--- config.mk ---
export PLATFORM = sky130hd
export DESIGN_NAME = line_rasterizer
export DESIGN_NICKNAME = d
export VERILOG_FILES = /design/src/rtl/lr_pkg.sv /design/src/rtl/lr_front.sv /design/src/rtl/lr_queue.sv /design/src/rtl/lr_back.sv /design/src/rtl/line_rasterizer.sv
export VERILOG_INCLUDE_DIRS = /design/src /design/src/rtl
export SDC_FILE = /design/constraint.sdc
export NUM_CORES = 1
export LEC_CHECK = 0
export ABC_AREA = 1
export BUFFER_PORTS_ARGS = -buffer_cell sky130_fd_sc_hd__buf_2
export CORE_ASPECT_RATIO = 0.75
export CORE_MARGIN = 4
export CORE_UTILIZATION = 35
export CTS_BUF_LIST = sky130_fd_sc_hd__clkbuf_16
export DETAILED_ROUTE_END_ITERATION = 6
export GPL_TIMING_DRIVEN = 0
export PLACE_DENSITY = 0.62
export RECOVER_POWER = 100
export SLEW_MARGIN = 20
export SYNTH_ARGS = -nofsm -noshare
export SYNTH_HDL_FRONTEND = slang
export SYNTH_SLANG_ARGS = --single-unit
export TNS_END_PERCENT = 50
--- constraint.sdc ---
create_clock -name clk -period 6.1 [get_ports clk]
set_clock_uncertainty 0.15 [all_clocks]
set_input_delay 0.61 -clock clk [delete_from_list [all_inputs] [get_ports clk]]
set_output_delay 0.61 -clock clk [all_outputs]
set_load 0.05 [all_outputs]
--- src/rtl/line_rasterizer_macros.svh ---
// Assertion macros shared by the line rasterizer RTL.
// Each macro expects signals clk and arst_n in the scope where it is used.
`ifndef LINE_RASTERIZER_MACROS_SVH
`define LINE_RASTERIZER_MACROS_SVH

// A condition that must hold at every clock edge outside reset.
`define LR_ASSERT_ALWAYS(label, cond, msg) \
	label: assert property (@(posedge clk) disable iff (!arst_n) (cond)) else $error(msg);

// When the antecedent holds, the consequent must hold in the next cycle.
`define LR_ASSERT_NEXT(label, ante, cons, msg) \
	label: assert property (@(posedge clk) disable iff (!arst_n) (ante) |=> (cons)) \
		else $error(msg);

`endif

--- src/rtl/lr_pkg.sv ---
// Shared types and constants for the line rasterizer.
// Used by every module of the block; depends on nothing.
package lr_pkg;

	localparam int COORD_BITS_DEF  = 12;
	localparam int QUEUE_DEPTH_DEF = 4;

	typedef enum logic [0:0] {
		CMD_START   = 1'b0,
		CMD_ADVANCE = 1'b1
	} cmd_t;

	typedef logic signed [1:0] step_t;

	// Control part of one queued command.
	typedef struct packed {
		cmd_t  op;
		logic  steep;
		step_t step_x;
		step_t step_y;
	} line_ctrl_t;

	localparam int CTRL_W = $bits(line_ctrl_t);

endpackage

--- src/rtl/lr_front.sv ---
// Front end of the line rasterizer: accepts command beats and classifies them.
// Two pipeline stages compute deltas, signs, axis order and decision terms.
// Depends on lr_pkg.
module lr_front #(
	parameter int COORD_BITS  = lr_pkg::COORD_BITS_DEF,
	parameter int QUEUE_DEPTH = lr_pkg::QUEUE_DEPTH_DEF,
	localparam int DEC_W      = COORD_BITS + 3,
	localparam int CNT_W      = $clog2(QUEUE_DEPTH + 1)
) (
	input  logic                          clk,
	input  logic                          arst_n,
	input  logic                          cmd_valid,
	output logic                          cmd_stall,
	input  logic                          cmd,
	input  logic signed [COORD_BITS-1:0]  start_x,
	input  logic signed [COORD_BITS-1:0]  start_y,
	input  logic signed [COORD_BITS-1:0]  end_x,
	input  logic signed [COORD_BITS-1:0]  end_y,
	input  logic [CNT_W-1:0]              q_count,
	output logic [1:0]                    inflight,
	output logic                          wr_valid,
	output lr_pkg::line_ctrl_t            wr_ctrl,
	output logic signed [COORD_BITS-1:0]  wr_x0,
	output logic signed [COORD_BITS-1:0]  wr_y0,
	output logic [COORD_BITS-1:0]         wr_steps,
	output logic signed [DEC_W-1:0]       wr_dec,
	output logic signed [DEC_W-1:0]       wr_inc_ortho,
	output logic signed [DEC_W-1:0]       wr_inc_diag
);
	import lr_pkg::*;

	logic                         accept;
	logic [CNT_W:0]               reserved;

	logic                         valid_s1;
	cmd_t                         op_s1;
	logic signed [COORD_BITS-1:0] x0_s1;
	logic signed [COORD_BITS-1:0] y0_s1;
	logic signed [COORD_BITS:0]   dx_s1;
	logic signed [COORD_BITS:0]   dy_s1;

	logic                         valid_s2;
	cmd_t                         op_s2;
	logic signed [COORD_BITS-1:0] x0_s2;
	logic signed [COORD_BITS-1:0] y0_s2;
	logic [COORD_BITS-1:0]        adx_s2;
	logic [COORD_BITS-1:0]        ady_s2;
	step_t                        sx_s2;
	step_t                        sy_s2;

	logic signed [COORD_BITS:0]   neg_dx;
	logic signed [COORD_BITS:0]   neg_dy;
	logic                         steep;
	logic [COORD_BITS-1:0]        major;
	logic [COORD_BITS-1:0]        minor;
	logic signed [DEC_W-1:0]      major_ext;
	logic signed [DEC_W-1:0]      minor_ext;

	// Room is reserved in the queue for every beat still in the two stages.
	assign inflight  = {1'b0, valid_s1} + {1'b0, valid_s2};
	assign reserved  = {1'b0, q_count} + (CNT_W + 1)'(inflight);
	assign cmd_stall = reserved >= (CNT_W + 1)'(QUEUE_DEPTH);
	assign accept    = cmd_valid && !cmd_stall;

	always_ff @(posedge clk or negedge arst_n) begin
		if (!arst_n) begin
			valid_s1 <= 1'b0;
			valid_s2 <= 1'b0;
		end else begin
			valid_s1 <= accept;
			valid_s2 <= valid_s1;
		end
	end

	always_ff @(posedge clk) begin
		if (accept) begin
			op_s1 <= cmd_t'(cmd);
			x0_s1 <= start_x;
			y0_s1 <= start_y;
			dx_s1 <= {end_x[COORD_BITS-1], end_x} - {start_x[COORD_BITS-1], start_x};
			dy_s1 <= {end_y[COORD_BITS-1], end_y} - {start_y[COORD_BITS-1], start_y};
		end
	end

	assign neg_dx = -dx_s1;
	assign neg_dy = -dy_s1;

	always_ff @(posedge clk) begin
		if (valid_s1) begin
			op_s2  <= op_s1;
			x0_s2  <= x0_s1;
			y0_s2  <= y0_s1;
			adx_s2 <= dx_s1[COORD_BITS] ? neg_dx[COORD_BITS-1:0] : dx_s1[COORD_BITS-1:0];
			ady_s2 <= dy_s1[COORD_BITS] ? neg_dy[COORD_BITS-1:0] : dy_s1[COORD_BITS-1:0];
			sx_s2  <= (dx_s1 == '0) ? step_t'(0) : (dx_s1[COORD_BITS] ? step_t'(-1) : step_t'(1));
			sy_s2  <= (dy_s1 == '0) ? step_t'(0) : (dy_s1[COORD_BITS] ? step_t'(-1) : step_t'(1));
		end
	end

	// Steep lines swap the axes so that the major axis always has the larger delta.
	assign steep     = ady_s2 > adx_s2;
	assign major     = steep ? ady_s2 : adx_s2;
	assign minor     = steep ? adx_s2 : ady_s2;
	assign major_ext = {{(DEC_W - COORD_BITS){1'b0}}, major};
	assign minor_ext = {{(DEC_W - COORD_BITS){1'b0}}, minor};

	assign wr_valid       = valid_s2;
	assign wr_ctrl.op     = op_s2;
	assign wr_ctrl.steep  = steep;
	assign wr_ctrl.step_x = sx_s2;
	assign wr_ctrl.step_y = sy_s2;
	assign wr_x0          = x0_s2;
	assign wr_y0          = y0_s2;
	assign wr_steps       = major;
	assign wr_inc_ortho   = minor_ext <<< 1;
	assign wr_dec         = (minor_ext <<< 1) - major_ext;
	assign wr_inc_diag    = (minor_ext - major_ext) <<< 1;

endmodule

--- src/rtl/lr_queue.sv ---
// Small first-in first-out queue between the front and back of the rasterizer.
// Register-file storage with combinational head read; depends on lr_pkg.
module lr_queue #(
	parameter int WIDTH       = 8,
	parameter int QUEUE_DEPTH = lr_pkg::QUEUE_DEPTH_DEF,
	localparam int CNT_W      = $clog2(QUEUE_DEPTH + 1),
	localparam int PTR_W      = $clog2(QUEUE_DEPTH)
) (
	input  logic             clk,
	input  logic             arst_n,
	input  logic             wr_en,
	input  logic [WIDTH-1:0] wr_data,
	input  logic             rd_en,
	output logic             rd_valid,
	output logic [WIDTH-1:0] rd_data,
	output logic [CNT_W-1:0] count
);
	import lr_pkg::*;

	logic [WIDTH-1:0] mem [QUEUE_DEPTH];
	logic [PTR_W-1:0] wr_ptr_q;
	logic [PTR_W-1:0] rd_ptr_q;
	logic [CNT_W-1:0] count_q;

	assign rd_valid = count_q != '0;
	assign rd_data  = mem[rd_ptr_q];
	assign count    = count_q;

	always_ff @(posedge clk) begin
		if (wr_en) begin
			mem[wr_ptr_q] <= wr_data;
		end
	end

	always_ff @(posedge clk or negedge arst_n) begin
		if (!arst_n) begin
			wr_ptr_q <= '0;
			rd_ptr_q <= '0;
			count_q  <= '0;
		end else begin
			if (wr_en) begin
				wr_ptr_q <= (wr_ptr_q == PTR_W'(QUEUE_DEPTH - 1)) ? '0 : wr_ptr_q + 1'b1;
			end
			if (rd_en) begin
				rd_ptr_q <= (rd_ptr_q == PTR_W'(QUEUE_DEPTH - 1)) ? '0 : rd_ptr_q + 1'b1;
			end
			if (wr_en && !rd_en) begin
				count_q <= count_q + 1'b1;
			end else if (rd_en && !wr_en) begin
				count_q <= count_q - 1'b1;
			end
		end
	end

endmodule

--- src/rtl/lr_back.sv ---
// Back end of the line rasterizer: line state and the pixel output register.
// Runs one queued command per cycle while the pixel output is not stalled; depends on lr_pkg.
module lr_back #(
	parameter int COORD_BITS = lr_pkg::COORD_BITS_DEF,
	localparam int DEC_W     = COORD_BITS + 3
) (
	input  logic                          clk,
	input  logic                          arst_n,
	input  logic                          q_valid,
	output logic                          q_pop,
	input  lr_pkg::line_ctrl_t            q_ctrl,
	input  logic signed [COORD_BITS-1:0]  q_x0,
	input  logic signed [COORD_BITS-1:0]  q_y0,
	input  logic [COORD_BITS-1:0]         q_steps,
	input  logic signed [DEC_W-1:0]       q_dec,
	input  logic signed [DEC_W-1:0]       q_inc_ortho,
	input  logic signed [DEC_W-1:0]       q_inc_diag,
	output logic                          pix_valid,
	input  logic                          pix_stall,
	output logic signed [COORD_BITS-1:0]  pixel_x,
	output logic signed [COORD_BITS-1:0]  pixel_y,
	output logic                          last,
	output logic                          fresh
);
	import lr_pkg::*;

	logic signed [COORD_BITS-1:0] cur_x_q;
	logic signed [COORD_BITS-1:0] cur_y_q;
	logic signed [DEC_W-1:0]      dec_q;
	logic signed [DEC_W-1:0]      inc_ortho_q;
	logic signed [DEC_W-1:0]      inc_diag_q;
	logic [COORD_BITS-1:0]        steps_q;
	step_t                        step_x_q;
	step_t                        step_y_q;
	logic                         steep_q;

	logic                         pix_valid_q;
	logic signed [COORD_BITS-1:0] pixel_x_q;
	logic signed [COORD_BITS-1:0] pixel_y_q;
	logic                         last_q;
	logic                         fresh_q;

	logic                         diag;
	logic                         done;
	logic signed [COORD_BITS-1:0] next_x;
	logic signed [COORD_BITS-1:0] next_y;
	logic signed [DEC_W-1:0]      next_dec;

	assign q_pop = q_valid && (!pix_valid_q || !pix_stall);
	assign done  = steps_q == '0;
	assign diag  = !dec_q[DEC_W-1];

	always_comb begin
		next_x   = cur_x_q;
		next_y   = cur_y_q;
		if (diag || !steep_q) begin
			next_x = cur_x_q + {{(COORD_BITS - 2){step_x_q[1]}}, step_x_q};
		end
		if (diag || steep_q) begin
			next_y = cur_y_q + {{(COORD_BITS - 2){step_y_q[1]}}, step_y_q};
		end
		next_dec = dec_q + (diag ? inc_diag_q : inc_ortho_q);
	end

	always_ff @(posedge clk or negedge arst_n) begin
		if (!arst_n) begin
			cur_x_q     <= '0;
			cur_y_q     <= '0;
			dec_q       <= '0;
			inc_ortho_q <= '0;
			inc_diag_q  <= '0;
			steps_q     <= '0;
			step_x_q    <= '0;
			step_y_q    <= '0;
			steep_q     <= 1'b0;
		end else if (q_pop) begin
			case (q_ctrl.op)
				CMD_START: begin
					cur_x_q     <= q_x0;
					cur_y_q     <= q_y0;
					dec_q       <= q_dec;
					inc_ortho_q <= q_inc_ortho;
					inc_diag_q  <= q_inc_diag;
					steps_q     <= q_steps;
					step_x_q    <= q_ctrl.step_x;
					step_y_q    <= q_ctrl.step_y;
					steep_q     <= q_ctrl.steep;
				end
				CMD_ADVANCE: begin
					if (!done) begin
						cur_x_q <= next_x;
						cur_y_q <= next_y;
						dec_q   <= next_dec;
						steps_q <= steps_q - 1'b1;
					end
				end
				default: begin
				end
			endcase
		end
	end

	always_ff @(posedge clk or negedge arst_n) begin
		if (!arst_n) begin
			pix_valid_q <= 1'b0;
		end else if (q_pop) begin
			pix_valid_q <= 1'b1;
		end else if (!pix_stall) begin
			pix_valid_q <= 1'b0;
		end
	end

	always_ff @(posedge clk) begin
		if (q_pop) begin
			case (q_ctrl.op)
				CMD_START: begin
					pixel_x_q <= q_x0;
					pixel_y_q <= q_y0;
					last_q    <= q_steps == '0;
					fresh_q   <= 1'b1;
				end
				CMD_ADVANCE: begin
					if (done) begin
						pixel_x_q <= cur_x_q;
						pixel_y_q <= cur_y_q;
						last_q    <= 1'b1;
						fresh_q   <= 1'b0;
					end else begin
						pixel_x_q <= next_x;
						pixel_y_q <= next_y;
						last_q    <= steps_q == COORD_BITS'(1);
						fresh_q   <= 1'b1;
					end
				end
				default: begin
				end
			endcase
		end
	end

	assign pix_valid = pix_valid_q;
	assign pixel_x   = pixel_x_q;
	assign pixel_y   = pixel_y_q;
	assign last      = last_q;
	assign fresh     = fresh_q;

endmodule

--- src/rtl/line_rasterizer.sv ---
// Top level of the Bresenham line rasterizer (all eight octants).
// Instantiates lr_front, lr_queue and lr_back; depends on lr_pkg and the macro header.
//
//   channel   dir  handshake              payload
//   command   in   cmd_valid / cmd_stall  cmd, start_x, start_y, end_x, end_y
//   pixel     out  pix_valid / pix_stall  pixel_x, pixel_y, last, fresh
//
// Every command beat yields exactly one pixel beat, one per clock sustained while the pixel side does not stall.
// From command accept to pixel valid a beat passes through the two front stages
// and the queue, after which the back end's output register holds the pixel.
// The back end updates the line state once per beat, which sets the rate.
// Reset (arst_n, asynchronous, active low) clears the line state to zero.
// A pixel stall holds the output register and backs up into the queue; the
// command side stalls only when the queue has no room left for its in-flight beats.
`include "line_rasterizer_macros.svh"

module line_rasterizer #(
	parameter int COORD_BITS  = lr_pkg::COORD_BITS_DEF,
	parameter int QUEUE_DEPTH = lr_pkg::QUEUE_DEPTH_DEF
) (
	input  logic                          clk,
	input  logic                          arst_n,
	input  logic                          cmd_valid,
	output logic                          cmd_stall,
	input  logic                          cmd,
	input  logic signed [COORD_BITS-1:0]  start_x,
	input  logic signed [COORD_BITS-1:0]  start_y,
	input  logic signed [COORD_BITS-1:0]  end_x,
	input  logic signed [COORD_BITS-1:0]  end_y,
	output logic                          pix_valid,
	input  logic                          pix_stall,
	output logic signed [COORD_BITS-1:0]  pixel_x,
	output logic signed [COORD_BITS-1:0]  pixel_y,
	output logic                          last,
	output logic                          fresh
);
	import lr_pkg::*;

	// The decision value needs three bits beyond a coordinate: it ranges over
	// roughly minus twice the major delta to plus twice the minor delta.
	localparam int DEC_W   = COORD_BITS + 3;
	localparam int CNT_W   = $clog2(QUEUE_DEPTH + 1);
	localparam int ENTRY_W = CTRL_W + 3 * COORD_BITS + 3 * DEC_W;

	// Front to queue.
	logic                         wr_valid;
	line_ctrl_t                   wr_ctrl;
	logic signed [COORD_BITS-1:0] wr_x0;
	logic signed [COORD_BITS-1:0] wr_y0;
	logic [COORD_BITS-1:0]        wr_steps;
	logic signed [DEC_W-1:0]      wr_dec;
	logic signed [DEC_W-1:0]      wr_inc_ortho;
	logic signed [DEC_W-1:0]      wr_inc_diag;
	logic [1:0]                   inflight;

	// Queue to back.
	logic [ENTRY_W-1:0]           wr_entry;
	logic [ENTRY_W-1:0]           rd_entry;
	logic [CNT_W-1:0]             q_count;
	logic                         q_valid;
	logic                         q_pop;
	line_ctrl_t                   rd_ctrl;
	logic signed [COORD_BITS-1:0] rd_x0;
	logic signed [COORD_BITS-1:0] rd_y0;
	logic [COORD_BITS-1:0]        rd_steps;
	logic signed [DEC_W-1:0]      rd_dec;
	logic signed [DEC_W-1:0]      rd_inc_ortho;
	logic signed [DEC_W-1:0]      rd_inc_diag;

	// The front computes deltas and signs, picks the major axis and prepares
	// the initial decision value and both increments for start commands.
	lr_front #(
		.COORD_BITS  (COORD_BITS),
		.QUEUE_DEPTH (QUEUE_DEPTH)
	) u_front (
		.clk          (clk),
		.arst_n       (arst_n),
		.cmd_valid    (cmd_valid),
		.cmd_stall    (cmd_stall),
		.cmd          (cmd),
		.start_x      (start_x),
		.start_y      (start_y),
		.end_x        (end_x),
		.end_y        (end_y),
		.q_count      (q_count),
		.inflight     (inflight),
		.wr_valid     (wr_valid),
		.wr_ctrl      (wr_ctrl),
		.wr_x0        (wr_x0),
		.wr_y0        (wr_y0),
		.wr_steps     (wr_steps),
		.wr_dec       (wr_dec),
		.wr_inc_ortho (wr_inc_ortho),
		.wr_inc_diag  (wr_inc_diag)
	);

	assign wr_entry = {wr_ctrl, wr_x0, wr_y0, wr_steps, wr_dec, wr_inc_ortho, wr_inc_diag};

	lr_queue #(
		.WIDTH       (ENTRY_W),
		.QUEUE_DEPTH (QUEUE_DEPTH)
	) u_queue (
		.clk      (clk),
		.arst_n   (arst_n),
		.wr_en    (wr_valid),
		.wr_data  (wr_entry),
		.rd_en    (q_pop),
		.rd_valid (q_valid),
		.rd_data  (rd_entry),
		.count    (q_count)
	);

	assign {rd_ctrl, rd_x0, rd_y0, rd_steps, rd_dec, rd_inc_ortho, rd_inc_diag} = rd_entry;

	// The back end owns the current pixel and decision value. Advances on a
	// finished line repeat the endpoint with fresh low and leave the state alone.
	lr_back #(
		.COORD_BITS (COORD_BITS)
	) u_back (
		.clk         (clk),
		.arst_n      (arst_n),
		.q_valid     (q_valid),
		.q_pop       (q_pop),
		.q_ctrl      (rd_ctrl),
		.q_x0        (rd_x0),
		.q_y0        (rd_y0),
		.q_steps     (rd_steps),
		.q_dec       (rd_dec),
		.q_inc_ortho (rd_inc_ortho),
		.q_inc_diag  (rd_inc_diag),
		.pix_valid   (pix_valid),
		.pix_stall   (pix_stall),
		.pixel_x     (pixel_x),
		.pixel_y     (pixel_y),
		.last        (last),
		.fresh       (fresh)
	);

	// Beats in the front stages plus queued beats never exceed the queue depth,
	// so the front never has to hold a beat back.
	`LR_ASSERT_ALWAYS(a_room_reserved, ({1'b0, q_count} + (CNT_W + 1)'(inflight)) <= (CNT_W + 1)'(QUEUE_DEPTH), "queue overcommitted")

	// A queued beat with a free output register shows up as a pixel next cycle.
	`LR_ASSERT_NEXT(a_pop_to_pixel, q_valid && !(pix_valid && pix_stall), pix_valid, "queued beat not delivered")

	// A repeated pixel is always the final endpoint of its line.
	`LR_ASSERT_ALWAYS(a_repeat_is_last, !(pix_valid && !fresh) || last, "repeat pixel without last")

endmodule

==> metrics <==
most common cell in the synthesized netlist edfxtp_1; antenna violations before repair 4; Crit path required time 6290 ps; Root Buffer clkbuf_16; outcome complete, but fails checks; Initial Utilization 35.35%; CP Launch Type flop; Yosys top cell by area edfxtp_1; Congestion Overflow GR 0; first-pass GRT wire length 104800 µm; gpl congestion 0.8798; CTS buffer count 51; relative slew slack -138.1%; Post-CTS Setup Inserts 0; Seq/Total Area, Yosys 62.12%; drt first pass iters 6; DRC Markers 0; Final Hold Fails 0; top post-synthesis cells by area edfxtp_1, dfrtp_1, nand2_1, ha_1, o21ai_0; vias 18.01k; Mapped Nets 2483; die area 76930 µm²; Tot GR Track Use 17.75%; crit path time final 4895 ps; Detail Route Antenna Nets 0; failing checks capacitance limit, slew limit; Crit Path Category flop to flop; Synth top cells by count edfxtp_1, nand2_1, o21ai_0; Yosys warnings 0; Vias per Instance 5.182; WL final 69620 µm; P&R area growth vs syn 12.51%; top-area cell type share of the netlist area 53.25%; count of input and output buffers 80; core outline area 71790 µm²; # IOs 81; Final Cell Area 28550 µm²; Syn Inst Count 2332; Worst-path clk slew 60 ps; vias in the first global route 17.07k; Final Slew Violations 392; CP Capture Type flop; EDFF count, synth 450; WP data arrival 5080 ps; Detailed Route Iter0 Violations 1848; Peak Freq 204.3 MHz; Final Setup Violations 0; Synth async-reset ratio 16.67%; clk_lat worst skew 590 ps; post-DP HPWL 50140 µm; Cell Area, Synth 25380 µm²; CTS tree built; die height 241.2 µm; worst-margin pin slew 3571 ps; Placed Area 27220 µm²; WL/cell 20.03 µm; MaxCap Viol Count 9; Seq cells post-synth 540; CTS H-tree depth 2; Worst Hold Class input port to flop; largest net degree at the start of global routing 66; crit share post-route 80.24%; layout cell share with drive strength beyond 1 7.387%; clk sinks 540; Synth cell types 57; fin nets 2627; RSZ-0062 raised after global routing no; Synth Flop Type edfxtp_1; clock buffer depth 3; Crit Path Max Fanout 10; Rows 85; Die X 318.9 µm; CTS resizes 0; Synth Area per Inst 10.88 µm²
-- final timing paths --
| check | slack [ps] | startpoint | cells past startpoint | endpoint |
|---|---|---|---|---|
| max | 1210 | u_front.adx_s2[8] | 20 | u_queue.mem[3][33] |
| min | 60 | cmd | 1 | u_front.op_s1 |
| max reg2reg | 1210 | u_front.adx_s2[8] | 20 | u_queue.mem[3][33] |
| min reg2reg | 260 | u_front.x0_s1[1] | 0 | u_front.wr_x0[1] |
| max in group asynchronous | 3300 | arst_n | 2 | u_front.valid_s1 |
| min in group asynchronous | 1130 | arst_n | 2 | u_back.cur_y_q[3] |
-- kinds of logic (layout without fill, tap and decap cells) --
kind of cell	after synthesis	count (layout)	synth area share, %
AO/OA/AOI/OAI	491	491	10.97
flip-flops	540	540	62.12
XOR/XNOR	70	70	2.416
other	0	1	0
buffers and inverters	299	485	4.639
multiplexers	30	30	1.316
adder cells (fa/ha/maj)	98	98	5.039
AND/OR/NAND/NOR	804	804	13.50
-- layout make-up --
cell class                 count  area (µm²)
buffer                        88       349.1
antenna                        1       2.502
sequential                   540       15770
clock inverter                43       330.3
timing repair buffer          91       465.4
inverter                     211       797.0
fill                        6859       43230
clock buffer                  52        1301
multi-input combinational   1493        8346
tap                          957        1197
-- cell usage in the layout, fill, tap and decap left out, types with 51 or more instances in the layout --
cell type,count
a21oi_1,127
clkbuf_1,131
clkbuf_16,52
dfrtp_1,90
edfxtp_1,450
ha_1,91
inv_1,206
nand2_1,438
nand3_1,90
nor2_1,202
o21ai_0,221
o22ai_1,58
xor2_1,51
-- timing repair --
| action | in CTS | in global routing |
|---|---|---|
| setup endpoints to repair | 0 | 0 |
| hold buffers | 1 | 0 |
| hold endpoints to repair | 31 | 0 |
-- flip-flops by register name (all words and copies together), names as in the netlist, 13 cells and up --
| signal | flops |
|---|---|
| u_back.dec_q | 14 |
| u_back.inc_diag_q | 13 |
| u_front.dx_s1 | 13 |
| u_front.dy_s1 | 13 |
| u_queue.mem | 320 |
-- critical path, cell delays in order, from the launching register on --
cell      delay, ps
edfxtp_1        420
inv_1           140
ha_1            300
nand2_1         110
inv_1            60
nand2_1         170
inv_1            90
nand2_1          70
nand3_1         150
nand2_1         320
clkbuf_1        500
nand2_1         100
nand2_1         410
ha_1            370
a21oi_1         210
nor2_1           60
a211oi_1        250
nand2_1         140
nand2_1          90
nand2_1         120
xnor2_1         420
-- metal layers --
metal / global-route usage (%) / share of wire (%)
met3: 3.764 / 10
met5: 0 / 0.019
met4: 3.092 / 1.3
met2: 25.94 / 42
met1: 27.44 / 47
-- stage by stage --
step	hold slack (ps)	utilization, %	worst slack, ps	setup TNS, ps	std cells
after floorplan	164.4	-	627.4	0	2332
after CTS	29.36	40.21	1929	0	3473
after detailed placement	254.5	37.92	1937	0	3377
final	55.16	39.78	1205	0	3476
after global routing	31.00	39.77	885.6	0	3475
after global placement	252.9	37.58	-282.6	-14340	3369
Power is left out: the tool's default activity adds up to more than one toggle a clock period on the data nets, which glitch-free logic cannot reach.
